--- src/design/dlc_pkg.sv ---
// ---------------------------------------------------------------------------
// dlc_pkg - day light curve shared definitions
// Widths, curve breakpoints, register indexes and the request handed to the
// serial multiply/divide unit.
// ---------------------------------------------------------------------------
package dlc_pkg;

  localparam int TIME_W    = 12;
  localparam int DUTY_W    = 8;
  localparam int K_W       = 8;
  localparam int PROD_W    = TIME_W + K_W;
  localparam int CFG_IDX_W = 2;
  localparam int STEP_W    = 3;

  localparam logic [STEP_W-1:0] LAST_STEP = STEP_W'(K_W - 1);

  localparam logic [CFG_IDX_W-1:0] REG_SUNRISE = CFG_IDX_W'(0);
  localparam logic [CFG_IDX_W-1:0] REG_SUNSET  = CFG_IDX_W'(1);

  localparam logic [TIME_W-1:0] SUNRISE_RST = TIME_W'(600);
  localparam logic [TIME_W-1:0] SUNSET_RST  = TIME_W'(2000);
  localparam logic [TIME_W-1:0] NO_TICK     = TIME_W'(4095);

  localparam logic [TIME_W-1:0] T_0800 = TIME_W'(800);
  localparam logic [TIME_W-1:0] T_0900 = TIME_W'(900);
  localparam logic [TIME_W-1:0] T_1200 = TIME_W'(1200);
  localparam logic [TIME_W-1:0] T_1400 = TIME_W'(1400);
  localparam logic [TIME_W-1:0] T_1500 = TIME_W'(1500);
  localparam logic [TIME_W-1:0] T_ZERO = TIME_W'(0);
  localparam logic [TIME_W-1:0] T_ONE  = TIME_W'(1);

  localparam logic [DUTY_W-1:0] DUTY_OFF  = DUTY_W'(0);
  localparam logic [DUTY_W-1:0] DUTY_MIN  = DUTY_W'(1);
  localparam logic [DUTY_W-1:0] DUTY_MID  = DUTY_W'(127);
  localparam logic [DUTY_W-1:0] DUTY_FULL = DUTY_W'(255);

  localparam logic [K_W-1:0] K_NONE = K_W'(0);
  localparam logic [K_W-1:0] K_127  = K_W'(127);
  localparam logic [K_W-1:0] K_128  = K_W'(128);
  localparam logic [K_W-1:0] K_254  = K_W'(254);
  localparam logic [K_W-1:0] K_255  = K_W'(255);

  // one channel: floor(d * k / den), den never zero, quotient below 256
  typedef struct packed {
    logic [TIME_W-1:0] d;
    logic [K_W-1:0]    k;
    logic [TIME_W-1:0] den;
  } dlc_req_t;

endpackage

--- src/design/dlc_serial_muldiv.sv ---
// ---------------------------------------------------------------------------
// dlc_serial_muldiv - bit-serial scaled quotient
// Shift-add multiply over the bits of k, then restoring divide producing one
// quotient bit per cycle.
// ---------------------------------------------------------------------------
module dlc_serial_muldiv
  import dlc_pkg::*;
(
  input  logic              clk,
  input  logic              rst,
  input  logic              start,
  input  dlc_req_t          req,
  output logic              done,
  output logic [DUTY_W-1:0] q
);

  localparam logic [1:0] PH_IDLE = 2'd0;
  localparam logic [1:0] PH_MUL  = 2'd1;
  localparam logic [1:0] PH_DIV  = 2'd2;

  logic [1:0]        phase;
  logic [STEP_W-1:0] cnt;
  logic [PROD_W-1:0] acc;
  logic [PROD_W-1:0] acc_next;
  logic [K_W-1:0]    kreg;
  logic [TIME_W-1:0] dreg;
  logic [TIME_W-1:0] den;
  logic [TIME_W-1:0] rem;
  logic [TIME_W:0]   trial;
  logic              ge;

  assign acc_next = {acc[PROD_W-2:0], 1'b0} + (kreg[K_W-1] ? PROD_W'(dreg) : PROD_W'(0));
  assign trial    = {rem, acc[DUTY_W-1]};
  assign ge       = trial >= {1'b0, den};

  always_ff @(posedge clk) begin
    if (rst) begin
      done  <= 1'b0;
      phase <= PH_IDLE;
      cnt   <= '0;
    end else begin
      // pulse on the last quotient bit
      done <= (phase == PH_DIV) && (cnt == LAST_STEP);
      case (phase)
        PH_IDLE: begin
          if (start) begin
            phase <= PH_MUL;
            cnt   <= '0;
            acc   <= '0;
            kreg  <= req.k;
            dreg  <= req.d;
            den   <= req.den;
          end
        end
        PH_MUL: begin
          acc  <= acc_next;
          kreg <= {kreg[K_W-2:0], 1'b0};
          cnt  <= cnt + STEP_W'(1);              // wraps to zero after the last step
          if (cnt == LAST_STEP) begin
            // upper product bits are already below den
            rem   <= acc_next[PROD_W-1:DUTY_W];
            phase <= PH_DIV;
          end
        end
        PH_DIV: begin
          rem <= ge ? TIME_W'(trial - {1'b0, den}) : trial[TIME_W-1:0];
          q   <= {q[DUTY_W-2:0], ge};
          acc <= {acc[PROD_W-2:0], 1'b0};
          cnt <= cnt + STEP_W'(1);
          if (cnt == LAST_STEP) begin
            phase <= PH_IDLE;
          end
        end
        default: phase <= PH_IDLE;
      endcase
    end
  end

endmodule

--- src/design/day_light_curve_generator_core.sv ---
// ---------------------------------------------------------------------------
// day_light_curve_generator_core - warm/cool LED duty from time of day
// Maps an HHMM tick onto a piecewise-linear day curve with configurable
// sunrise and sunset; emits a duty pair only when the tick changes.
// ---------------------------------------------------------------------------
//
//  channel | dir | handshake          | payload
//  --------+-----+--------------------+-------------------------------------
//  s_*     | in  | s_tvalid/s_tready  | s_tdata: current_time [11:0]
//  m_*     | out | m_tvalid/m_tready  | m_tdata: warm_duty [7:0], cool_duty
//  cfg_*   | in  | cfg_valid/cfg_ready| cfg_index (0 sunrise, 1 sunset),
//          |     |                    | cfg_data [11:0]
//
//  A request passes from acceptance to the result register through the
//  decode state, two passes of the shared bit-serial multiply/divide unit
//  (warm, then cool) and the write-back state. A repeated tick retires in
//  the decode state with no result. One request is in flight at a time.
//  rst is synchronous; it restores sunrise 600, sunset 2000, no tick seen and
//  dark duties. A result waiting on m_tready does not block the next request;
//  write-back waits until the output register is free.
//
module day_light_curve_generator_core
  import dlc_pkg::*;
(
  input  logic                 clk,
  input  logic                 rst,
  // input ticks
  input  logic                 s_tvalid,
  output logic                 s_tready,
  input  logic [15:0]          s_tdata,   // [11:0] current_time, [15:12] zero
  // duty results
  output logic                 m_tvalid,
  input  logic                 m_tready,
  output logic [15:0]          m_tdata,   // [7:0] warm_duty, [15:8] cool_duty
  // register writes
  input  logic                 cfg_valid,
  output logic                 cfg_ready,
  input  logic [CFG_IDX_W-1:0] cfg_index,
  input  logic [TIME_W-1:0]    cfg_data
);

  localparam logic [2:0] ST_IDLE = 3'd0;
  localparam logic [2:0] ST_DEC  = 3'd1;
  localparam logic [2:0] ST_WARM = 3'd2;
  localparam logic [2:0] ST_COOL = 3'd3;
  localparam logic [2:0] ST_FIN  = 3'd4;

  logic [2:0]        state;
  logic [TIME_W-1:0] sunrise;
  logic [TIME_W-1:0] sunset;
  logic [TIME_W-1:0] last_time;
  logic [TIME_W-1:0] cur_time;
  logic [DUTY_W-1:0] warm_level;
  logic [DUTY_W-1:0] cool_level;
  logic [DUTY_W-1:0] warm_new;
  logic [DUTY_W-1:0] cool_new;

  // per-request plan: duty = base +/- floor(d * k / den)
  logic              warm_add;
  logic [DUTY_W-1:0] warm_base;
  logic              cool_add;
  logic [DUTY_W-1:0] cool_base;
  logic [K_W-1:0]    cool_k;

  dlc_req_t          req;
  logic              unit_start;
  logic              unit_done;
  logic [DUTY_W-1:0] unit_q;

  // decode outputs
  logic [TIME_W-1:0] seg_a;
  logic [TIME_W-1:0] seg_hi;
  logic [TIME_W-1:0] seg_lo;
  logic              wa;
  logic [DUTY_W-1:0] wb;
  logic [K_W-1:0]    wk;
  logic              ca;
  logic [DUTY_W-1:0] cb;
  logic [K_W-1:0]    ck;
  logic [DUTY_W-1:0] q_applied;

  assign s_tready  = (state == ST_IDLE);
  assign cfg_ready = 1'b1;

  // Segment decode, in curve priority order. Constant outputs use k = 0 and
  // a divisor of one so the serial unit returns zero.
  always_comb begin
    seg_a  = T_ZERO;
    seg_hi = T_ONE;
    seg_lo = T_ZERO;
    wa = 1'b1;  wb = warm_level;  wk = K_NONE;
    ca = 1'b1;  cb = cool_level;  ck = K_NONE;
    if (cur_time < sunrise || cur_time > sunset) begin
      wb = DUTY_OFF;  cb = DUTY_OFF;
    end else if (cur_time == sunrise || cur_time == sunset) begin
      wb = DUTY_MIN;  cb = DUTY_OFF;
    end else if (cur_time == T_1200) begin
      wb = DUTY_OFF;  cb = DUTY_FULL;
    end else if (cur_time > sunrise && cur_time < T_0800) begin
      seg_a = sunrise;  seg_hi = T_0800;  seg_lo = sunrise;
      wb = DUTY_MIN;  wk = K_254;
      cb = DUTY_OFF;
    end else if (cur_time > T_0800 && cur_time < T_0900) begin
      seg_a = T_0800;  seg_hi = T_0900;  seg_lo = T_0800;
      wb = DUTY_FULL;  wa = 1'b0;  wk = K_128;
      cb = DUTY_OFF;   ck = K_127;
    end else if (cur_time > T_0900 && cur_time < T_1200) begin
      seg_a = T_0900;  seg_hi = T_1200;  seg_lo = T_0900;
      wb = DUTY_MID;  wa = 1'b0;  wk = K_127;
      cb = DUTY_MID;  ck = K_128;
    end else if (cur_time > T_1200 && cur_time < T_1400) begin
      // this segment spans 1200..1500
      seg_a = T_1200;  seg_hi = T_1500;  seg_lo = T_1200;
      wb = DUTY_OFF;   wk = K_127;
      cb = DUTY_FULL;  ca = 1'b0;  ck = K_128;
    end else if (cur_time > T_1400 && cur_time < T_1500) begin
      seg_a = T_1400;  seg_hi = T_1500;  seg_lo = T_1400;
      wb = DUTY_MID;  wk = K_128;
      cb = DUTY_MID;  ca = 1'b0;  ck = K_127;
    end else if (cur_time > T_1500 && cur_time < sunset) begin
      seg_a = T_1500;  seg_hi = sunset;  seg_lo = T_1500;
      wb = DUTY_FULL;  wa = 1'b0;  wk = K_255;
      cb = DUTY_OFF;
    end else if (cur_time == T_0900 || cur_time == T_1500) begin
      wb = DUTY_MID;  cb = DUTY_MID;
    end
    // otherwise (800, 1400 in daylight) the held levels pass through
  end

  assign q_applied = (state == ST_WARM) ?
                     (warm_add ? warm_base + unit_q : warm_base - unit_q) :
                     (cool_add ? cool_base + unit_q : cool_base - unit_q);

  always_ff @(posedge clk) begin
    if (rst) begin
      unit_start <= 1'b0;
      state      <= ST_IDLE;
      sunrise    <= SUNRISE_RST;
      sunset     <= SUNSET_RST;
      last_time  <= NO_TICK;
      warm_level <= DUTY_OFF;
      cool_level <= DUTY_OFF;
      m_tvalid   <= 1'b0;
    end else begin
      // kick the serial unit for the warm pass, then again for the cool pass
      unit_start <= (state == ST_DEC && cur_time != last_time) ||
                    (state == ST_WARM && unit_done);

      if (cfg_valid && cfg_ready) begin
        case (cfg_index)
          REG_SUNRISE: sunrise <= cfg_data;
          REG_SUNSET:  sunset  <= cfg_data;
          default: ;
        endcase
      end

      // write-back in ST_FIN refills the register itself
      if (m_tvalid && m_tready && state != ST_FIN) m_tvalid <= 1'b0;

      case (state)
        ST_IDLE: begin
          if (s_tvalid) begin
            cur_time <= s_tdata[TIME_W-1:0];
            state    <= ST_DEC;
          end
        end
        ST_DEC: begin
          last_time <= cur_time;
          if (cur_time == last_time) begin
            state <= ST_IDLE;                  // repeated tick: no result
          end else begin
            warm_add   <= wa;
            warm_base  <= wb;
            cool_add   <= ca;
            cool_base  <= cb;
            cool_k     <= ck;
            req.d      <= cur_time - seg_a;
            req.den    <= seg_hi - seg_lo;
            req.k      <= wk;
            state      <= ST_WARM;
          end
        end
        ST_WARM: begin
          if (unit_done) begin
            warm_new   <= q_applied;
            req.k      <= cool_k;
            state      <= ST_COOL;
          end
        end
        ST_COOL: begin
          if (unit_done) begin
            cool_new <= q_applied;
            state    <= ST_FIN;
          end
        end
        ST_FIN: begin
          if (!m_tvalid || m_tready) begin
            m_tdata    <= {cool_new, warm_new};
            m_tvalid   <= 1'b1;
            warm_level <= warm_new;
            cool_level <= cool_new;
            state      <= ST_IDLE;
          end
        end
        default: state <= ST_IDLE;
      endcase
    end
  end

  dlc_serial_muldiv u_muldiv (
    .clk   (clk),
    .rst   (rst),
    .start (unit_start),
    .req   (req),
    .done  (unit_done),
    .q     (unit_q)
  );

endmodule

--- config.mk ---
export PLATFORM = sky130hd
export DESIGN_NAME = day_light_curve_generator_core
export DESIGN_NICKNAME = d
export VERILOG_FILES = /design/src/design/dlc_pkg.sv /design/src/design/dlc_serial_muldiv.sv /design/src/design/day_light_curve_generator_core.sv
export SDC_FILE = /design/constraint.sdc
export NUM_CORES = 1
export LEC_CHECK = 0
export BUFFER_PORTS_ARGS = -buffer_cell sky130_fd_sc_hd__buf_2
export CORE_MARGIN = 2
export CORE_UTILIZATION = 41
export CTS_CLUSTER_DIAMETER = 60
export CTS_CLUSTER_SIZE = 30
export DETAILED_ROUTE_END_ITERATION = 10
export SLEW_MARGIN = 10
export SYNTH_ARGS = -nofsm -noshare
export SYNTH_HDL_FRONTEND = slang
export SYNTH_SLANG_ARGS = --single-unit
export TNS_END_PERCENT = 30
--- constraint.sdc ---
create_clock -name clk -period 5 [get_ports clk]
set_input_delay 1.5 -clock clk [delete_from_list [all_inputs] [get_ports clk]]
set_output_delay 1.5 -clock clk [all_outputs]
set_load 0.05 [all_outputs]
==> impl_results.md, run 1 <==
- Status: complete, no violations
- Final instance area: 0.0144 mm²
- Area growth syn-to-layout: 13.1%
- Detail Route Antenna Nets: 0
- Clk_lat worst skew: 0.55 ns
- Syn nets: 1378
- CTS resizes: 0
- Critical Path Sink Type: flip-flop
- Post-Route Utilization: 47.2%
- Initial antenna violation count: 0
- Arr. time, crit path: 4.88 ns
- Initial drt markers: 614
- Clock Power Share: 42.3%
- Initial Utilization: 41.7%
- Hold crit path type: reg -> reg
- Final min period: 4.59 ns
- Synthesized area: 0.0128 mm²
- Pwr per Cell Area: 322 mW/mm²
- CTS Sinks: 225
- Setup CP Type: reg -> reg
- DPL Wire Length: 20.6 mm
- Synth Flop Type: edfxtp_1
- Routability cong.: 0.828
- Max frequency: 218 MHz
- Pleak: 5.40 nW
- Drt wl/cell: 16.4 µm
- Logic pwr share: 12.5%
- Row count: 64
- IO Pins: 54
- Distinct cells, synth: 76
- Crit start category: flip-flop
- Vias in the first global route: 8884
- Layout cells sized above 1: 11.8%
- CTS Buf Count: 25
- Global-route usage over all layers: 17.0%
- Hold_ws: 0.416 ns
- Hold Vio Cnt, Final: 0
- Req. time, crit path: 5.28 ns
- Unrepaired setup endpoints after global routing: false
- Vias: 9267
- Antenna Cells: 0
- Slew headroom: 22.2%
- CTS Root Cell: clkbuf_16
- DRC Markers: 0
- Post-synth ARST share: 0%
- Yosys reg bits: 225
- R2r setup slk: 0.41 ns
- Sw Pwr: 1.31 mW
- Worst Max-Slew Pin Slew: 1.16 ns
- First-pass GRT wire length: 45.8 mm
- Skew final: 0.0221 ns
- Maximum vdd drop: 0.000340 V
- Final-report max-slew violation count: 0
- Hold_buf cts: 0
- I/O Buffers: 48
- Die ar.: 0.0325 mm²
- DRT Pass-1 Iters: 4
- Die X: 180 µm
- Syn Inst Count: 1247
- Maximum Capacitance Violations: 0
- Internal Dissipation: 3.33 mW
- Sequential area share after synthesis: 48.0%
- Finish-stage setup viols: 0
- CTS H-tree lvls: 1
- Remaining Overflow, GRT: 0
- Final period utilization: 91.9%
- CP max FO: 12
- Die H: 180 µm
- Average size of a mapped cell: 10.2 µm²
- Core Area: 0.0306 mm²
- Seq pwr share: 45.2%
- Net Sw Frac: 28.3%
- CTS tree: done
- Vias per cell: 5.40
- Post-synth EDFFs: 162
- DP Area: 0.0135 mm²
- Setup tns final: 0 ns
- Total wire length: 28.1 mm
- Worst-path clk slew: 0.08 ns
- Largest net degree at the start of global routing: 46
- Total Nets Final: 1433
- Post-CTS setup buffer count: 0
- Ys Warns: 0
- Clock Path Buffers: 3
placed cells by master, fill, tap and decap left out, types with 11 or more instances in the layout:
cell type | Yosys | final
a211o_1 | 23 | 23
a21o_1 | 11 | 11
xor2_1 | 26 | 26
buf_2 | 10 | 48
nand4_1 | 16 | 16
xnor2_1 | 52 | 52
nor2_1 | 81 | 79
nand2_1 | 122 | 122
edfxtp_1 | 162 | 162
nand2b_1 | 15 | 15
o211ai_1 | 15 | 15
o21ai_0 | 42 | 42
ha_1 | 90 | 90
o21a_1 | 12 | 12
a22oi_1 | 14 | 14
and2_1 | 16 | 16
nor2b_1 | 41 | 41
nor3_1 | 20 | 18
dfxtp_1 | 63 | 63
buf_4 | 2 | 31
clkbuf_16 | 0 | 25
nand3_1 | 26 | 26
mux2i_1 | 15 | 15
inv_1 | 69 | 69
a21oi_1 | 127 | 127
cell families after synthesis:
| group | after synthesis | share of synthesized area [%] |
|---|---|---|
| compound gates | 314 | 15.5 |
| simple gates | 388 | 15.5 |
| fa+ha+maj | 96 | 9.77 |
| buf+inv | 121 | 3.84 |
| other cells | 1 | 0.0294 |
| xor+xnor | 78 | 5.36 |
| flops | 225 | 48.0 |
| mux | 24 | 1.97 |
state kept, by name, summed over array words and instances (netlist names), 2 cells and up:
register and flops:
warm_new 8, u_muldiv.q 8, u_muldiv.rem 12, u_muldiv.cnt 3, cool_level 8, m_tdata 16, state 3, u_muldiv.den 12
cool_k 2, u_muldiv.phase 2, u_muldiv.acc 19, warm_level 8, cool_base 8, sunrise 12, u_muldiv.kreg 8, last_time 12
cool_new 8, warm_base 8, sunset 12, cur_time 12, req 27, u_muldiv.dreg 12
metal layers:
metal / GRT usage, % / up-vias / routed length (µm)
met3: 1.96 / 37 / 1040
met4: 3.71 / 0 / 534
li1: - / 4649 / -
met2: 28.1 / 155 / 12800
met5: 0 / - / 0
met1: 24.0 / 4426 / 13700
metrics by stage:
stage	std cells	power (mW)	setup WS (ns)
CTS	1717	4.69	0.347
finish	1717	4.64	0.405
global route	1717	4.83	0.0859
global placement	1671	2.70	0.425
floorplan	1247	2.57	0.740
detailed placement	1671	2.72	0.372
power by group through the flow:
| stage | Sequential (mW) | Combinational [mW] | Clock [mW] |
|---|---|---|---|
| 2_1_floorplan | 2.13 | 0.434 | 0 |
| 3_3_place_gp | 2.14 | 0.564 | 0 |
| 3_5_place_dp | 2.14 | 0.575 | 0 |
| 4_1_cts | 2.10 | 0.579 | 2.01 |
| 5_1_grt | 2.11 | 0.651 | 2.07 |
| 6_report | 2.10 | 0.580 | 1.96 |
synth_stat cells (4+ instances only):
| cell | number | area (µm²) |
|---|---|---|
| nand4_1 | 16 | 100 |
| a21oi_1 | 127 | 636 |
| nand3b_1 | 7 | 52.6 |
| and4_1 | 4 | 35.0 |
| nand3_1 | 26 | 130 |
| mux2_2 | 9 | 101 |
| a211oi_1 | 5 | 37.5 |
| mux2i_1 | 15 | 150 |
| nand2b_1 | 15 | 93.8 |
| o211ai_1 | 15 | 113 |
| fa_1 | 6 | 120 |
| clkbuf_1 | 36 | 135 |
| nor2_1 | 81 | 304 |
| buf_2 | 10 | 50.1 |
| ha_1 | 90 | 1130 |
| a21o_1 | 11 | 82.6 |
| a22oi_1 | 14 | 105 |
| and2_1 | 16 | 100 |
| o31ai_1 | 5 | 37.5 |
| a211o_1 | 23 | 201 |
| and3_1 | 7 | 43.8 |
| o21a_1 | 12 | 90.1 |
| nor3b_1 | 6 | 45.0 |
| edfxtp_1 | 162 | 4860 |
| o21ai_0 | 42 | 210 |
| xor2_1 | 26 | 228 |
| inv_1 | 69 | 259 |
| nand2_1 | 122 | 458 |
| o21ai_1 | 9 | 45.0 |
| nor2b_1 | 41 | 257 |
| nand4b_1 | 4 | 35.0 |
| a31oi_1 | 9 | 56.3 |
| or3_1 | 4 | 25.0 |
| xnor2_1 | 52 | 455 |
| nor3_1 | 20 | 100 |
| o21bai_1 | 7 | 52.6 |
| dfxtp_1 | 63 | 1260 |
layout make-up:
| class | count | area (µm²) |
|---|---|---|
| clock inverters | 20 | 270 |
| well taps | 396 | 495 |
| inverters | 70 | 263 |
| fillers | 2898 | 16200 |
| clock buffers | 26 | 629 |
| repair buffers | 79 | 473 |
| flip-flops and latches | 225 | 6130 |
| multi-input cells | 901 | 6170 |
path summary, 6_finish.rpt:
path	to	depth (start not counted)	startpoint
worst max-delay path	req[10]$_DFFE_PP_	18	cur_time[9]$_DFFE_PP_
worst min-delay path	u_muldiv.den[7]$_DFFE_PP_	0	req[7]$_DFFE_PP_
worst max register to register	req[10]$_DFFE_PP_	18	cur_time[9]$_DFFE_PP_
worst min register to register	u_muldiv.den[7]$_DFFE_PP_	0	req[7]$_DFFE_PP_
worst max-delay path, stage by stage, from the launching register on:
cell and delay, ns:
edfxtp_1 0.42, buf_4 0.22, ha_1 0.31, nand4_1 0.17
a211o_1 0.33, nand3_1 0.16, and4_1 0.35, and3_1 0.23
ha_1 0.18, inv_1 0.05, fa_1 0.40, a21o_1 0.18
a21oi_1 0.24, o21bai_1 0.12, a2111oi_0 0.46, buf_4 0.19
o31ai_1 0.07, a21oi_1 0.17, xnor2_1 0.09
Power figures use the tool's default switching activity.
==> run 2, diff against run 1 <==
REMOVE_ABC_BUFFERS = 1   (was not set)
==> run 2 against run 1 <==
Routed wire length grew 1.6%. Worst setup slack better by 0.015 ns. Total power decreased by 5.1%. Combinational power fell by 0.7%. Non-clock buffer count increased by 3. Largest power group unchanged. Highest routed layer unchanged.
==> impl_results.md, run 2 (synthesis results as in run 1) <==
- Max frequency: 218 MHz
- IO Pins: 54
- Finish-stage setup viols: 0
- Post-Route Utilization: 46.8%
- Final instance area: 0.0143 mm²
- Skew final: 0.0198 ns
- Met3 wire len: 1.16 mm
- Critical Path Sink Type: flip-flop
- Remaining Overflow, GRT: 0
- CP delay by family, top: compound AO/OA/AOI/OAI gates
- Crit path depth: 17
- Hold_ws: 0.421 ns
- CTS Root Cell: clkbuf_16
- Global-route usage over all layers: 17.2%
- Path depth of the worst reg2reg path: 17
- Area growth syn-to-layout: 12.1%
- Hold Vio Cnt, Final: 0
- Die H: 180 µm
- Critical Path Slowest Stage Cell: edfxtp_1
- Met2 WL post-DR: 13.1 mm
- CTS H-tree lvls: 1
- CTS resizes: 0
- Hold_buf cts: 0
- Final-report max-slew violation count: 0
- Most common cell after layout, fill and taps aside: edfxtp_1
- DRT Pass-1 Iters: 5
- Clk_lat worst skew: 0.53 ns
- First-pass GRT wire length: 46.2 mm
- R2r setup slk: 0.42 ns
- CP max FO: 8
- Die ar.: 0.0325 mm²
- I/O Buffers: 48
- Drt wl/cell: 16.6 µm
- CTS Sinks: 225
- Arr. time, crit path: 4.86 ns
- CTS Buf Count: 22
- Detail Route Antenna Nets: 0
- Vias per cell: 5.45
- DPL Wire Length: 20.9 mm
- Initial drt markers: 673
- Setup CP Type: reg -> reg
- Crit-path max cell delay: 0.57 ns
- DP Area: 0.0135 mm²
- Hold path cells: 0
- Status: complete, no violations
- Initial Utilization: 41.7%
- Most flops, register: req
- Die X: 180 µm
- Antenna Cells: 0
- Maximum vdd drop: 0.000319 V
- Clock Path Buffers: 3
- WL met1: 13.7 mm
- Routability cong.: 0.858
- DRC Markers: 0
- Worst path bufs/invs: 2
- Top layer in use: met4
- Hold crit path type: reg -> reg
- Number of flip-flops in the largest register: 27
- CTS tree: done
- Worst-path clk slew: 0.07 ns
- Initial antenna violation count: 0
- Req. time, crit path: 5.28 ns
- Post-CTS setup buffer count: 0
- Biggest registers after layout: req: 27 flops, u_muldiv.acc: 19 flops, m_tdata: 16 flops
- Pwr per Cell Area: 308 mW/mm²
- Setup tns final: 0 ns
- Most frequent cells in the layout: 162 x edfxtp_1, 127 x a21oi_1, 122 x nand2_1
- Crit start category: flip-flop
- Worst Max-Slew Pin Slew: 1.16 ns
- Cell mode on critical path: a21oi_1
- Row count: 64
- Largest net degree at the start of global routing: 46
- Maximum Capacitance Violations: 0
- Total Nets Final: 1433
- Slew headroom: 22.3%
- Unrepaired setup endpoints after global routing: false
- Core Area: 0.0306 mm²
- Vias in the first global route: 9084
- Pleak: 5.33 nW
- Layout cells sized above 1: 11.5%
- Vias: 9342
- Final period utilization: 91.6%
- Crit-path cells: ha_1, nand4_1, a21oi_1, nor3_1, and4_1, and3_1, ha_1, inv_1, fa_1, a21o_1, a21oi_1, o21bai_1, a2111oi_0, buf_4, o31ai_1, a21oi_1, xnor2_1
- Total wire length: 28.5 mm
- Final min period: 4.58 ns
-- run 2: stage by stage --
step | total power, mW | instances | setup slack (ns)
5_1_grt | 4.60 | 1714 | 0.0337
3_3_place_gp | 2.71 | 1674 | 0.467
2_1_floorplan | 2.55 | 1196 | 0.622
6_report | 4.41 | 1714 | 0.420
3_5_place_dp | 2.72 | 1674 | 0.447
4_1_cts | 4.46 | 1714 | 0.421
-- run 2: final timing paths --
kind	start	end
hold reg to reg	req[20]$_DFFE_PP_	u_muldiv.dreg[0]$_DFFE_PP_
setup reg to reg	cur_time[11]$_DFFE_PP_	req[10]$_DFFE_PP_
hold / removal	req[20]$_DFFE_PP_	u_muldiv.dreg[0]$_DFFE_PP_
setup / recovery	cur_time[11]$_DFFE_PP_	req[10]$_DFFE_PP_
-- run 2: power by group --
part	switching [mW]	internal, mW
Clock	0.828	0.897
Sequential	0.0380	2.07
Combinational	0.334	0.242
-- run 2: per-layer routing --
metal	global-route usage, %	up-vias
met1	24.4	4460
met4	4.87	0
met5	0	-
met2	27.7	190
met3	2.28	42
li1	-	4650
-- run 2: area by class of cell --
class	count	area, µm²
Clock buffer	24	579
Clock inverter	16	178
Fill cell	2879	16300
Inverter	70	263
Multi-Input combinational cell	901	6160
Sequential cell	225	6130
Tap cell	396	495
Timing Repair Buffer	82	495
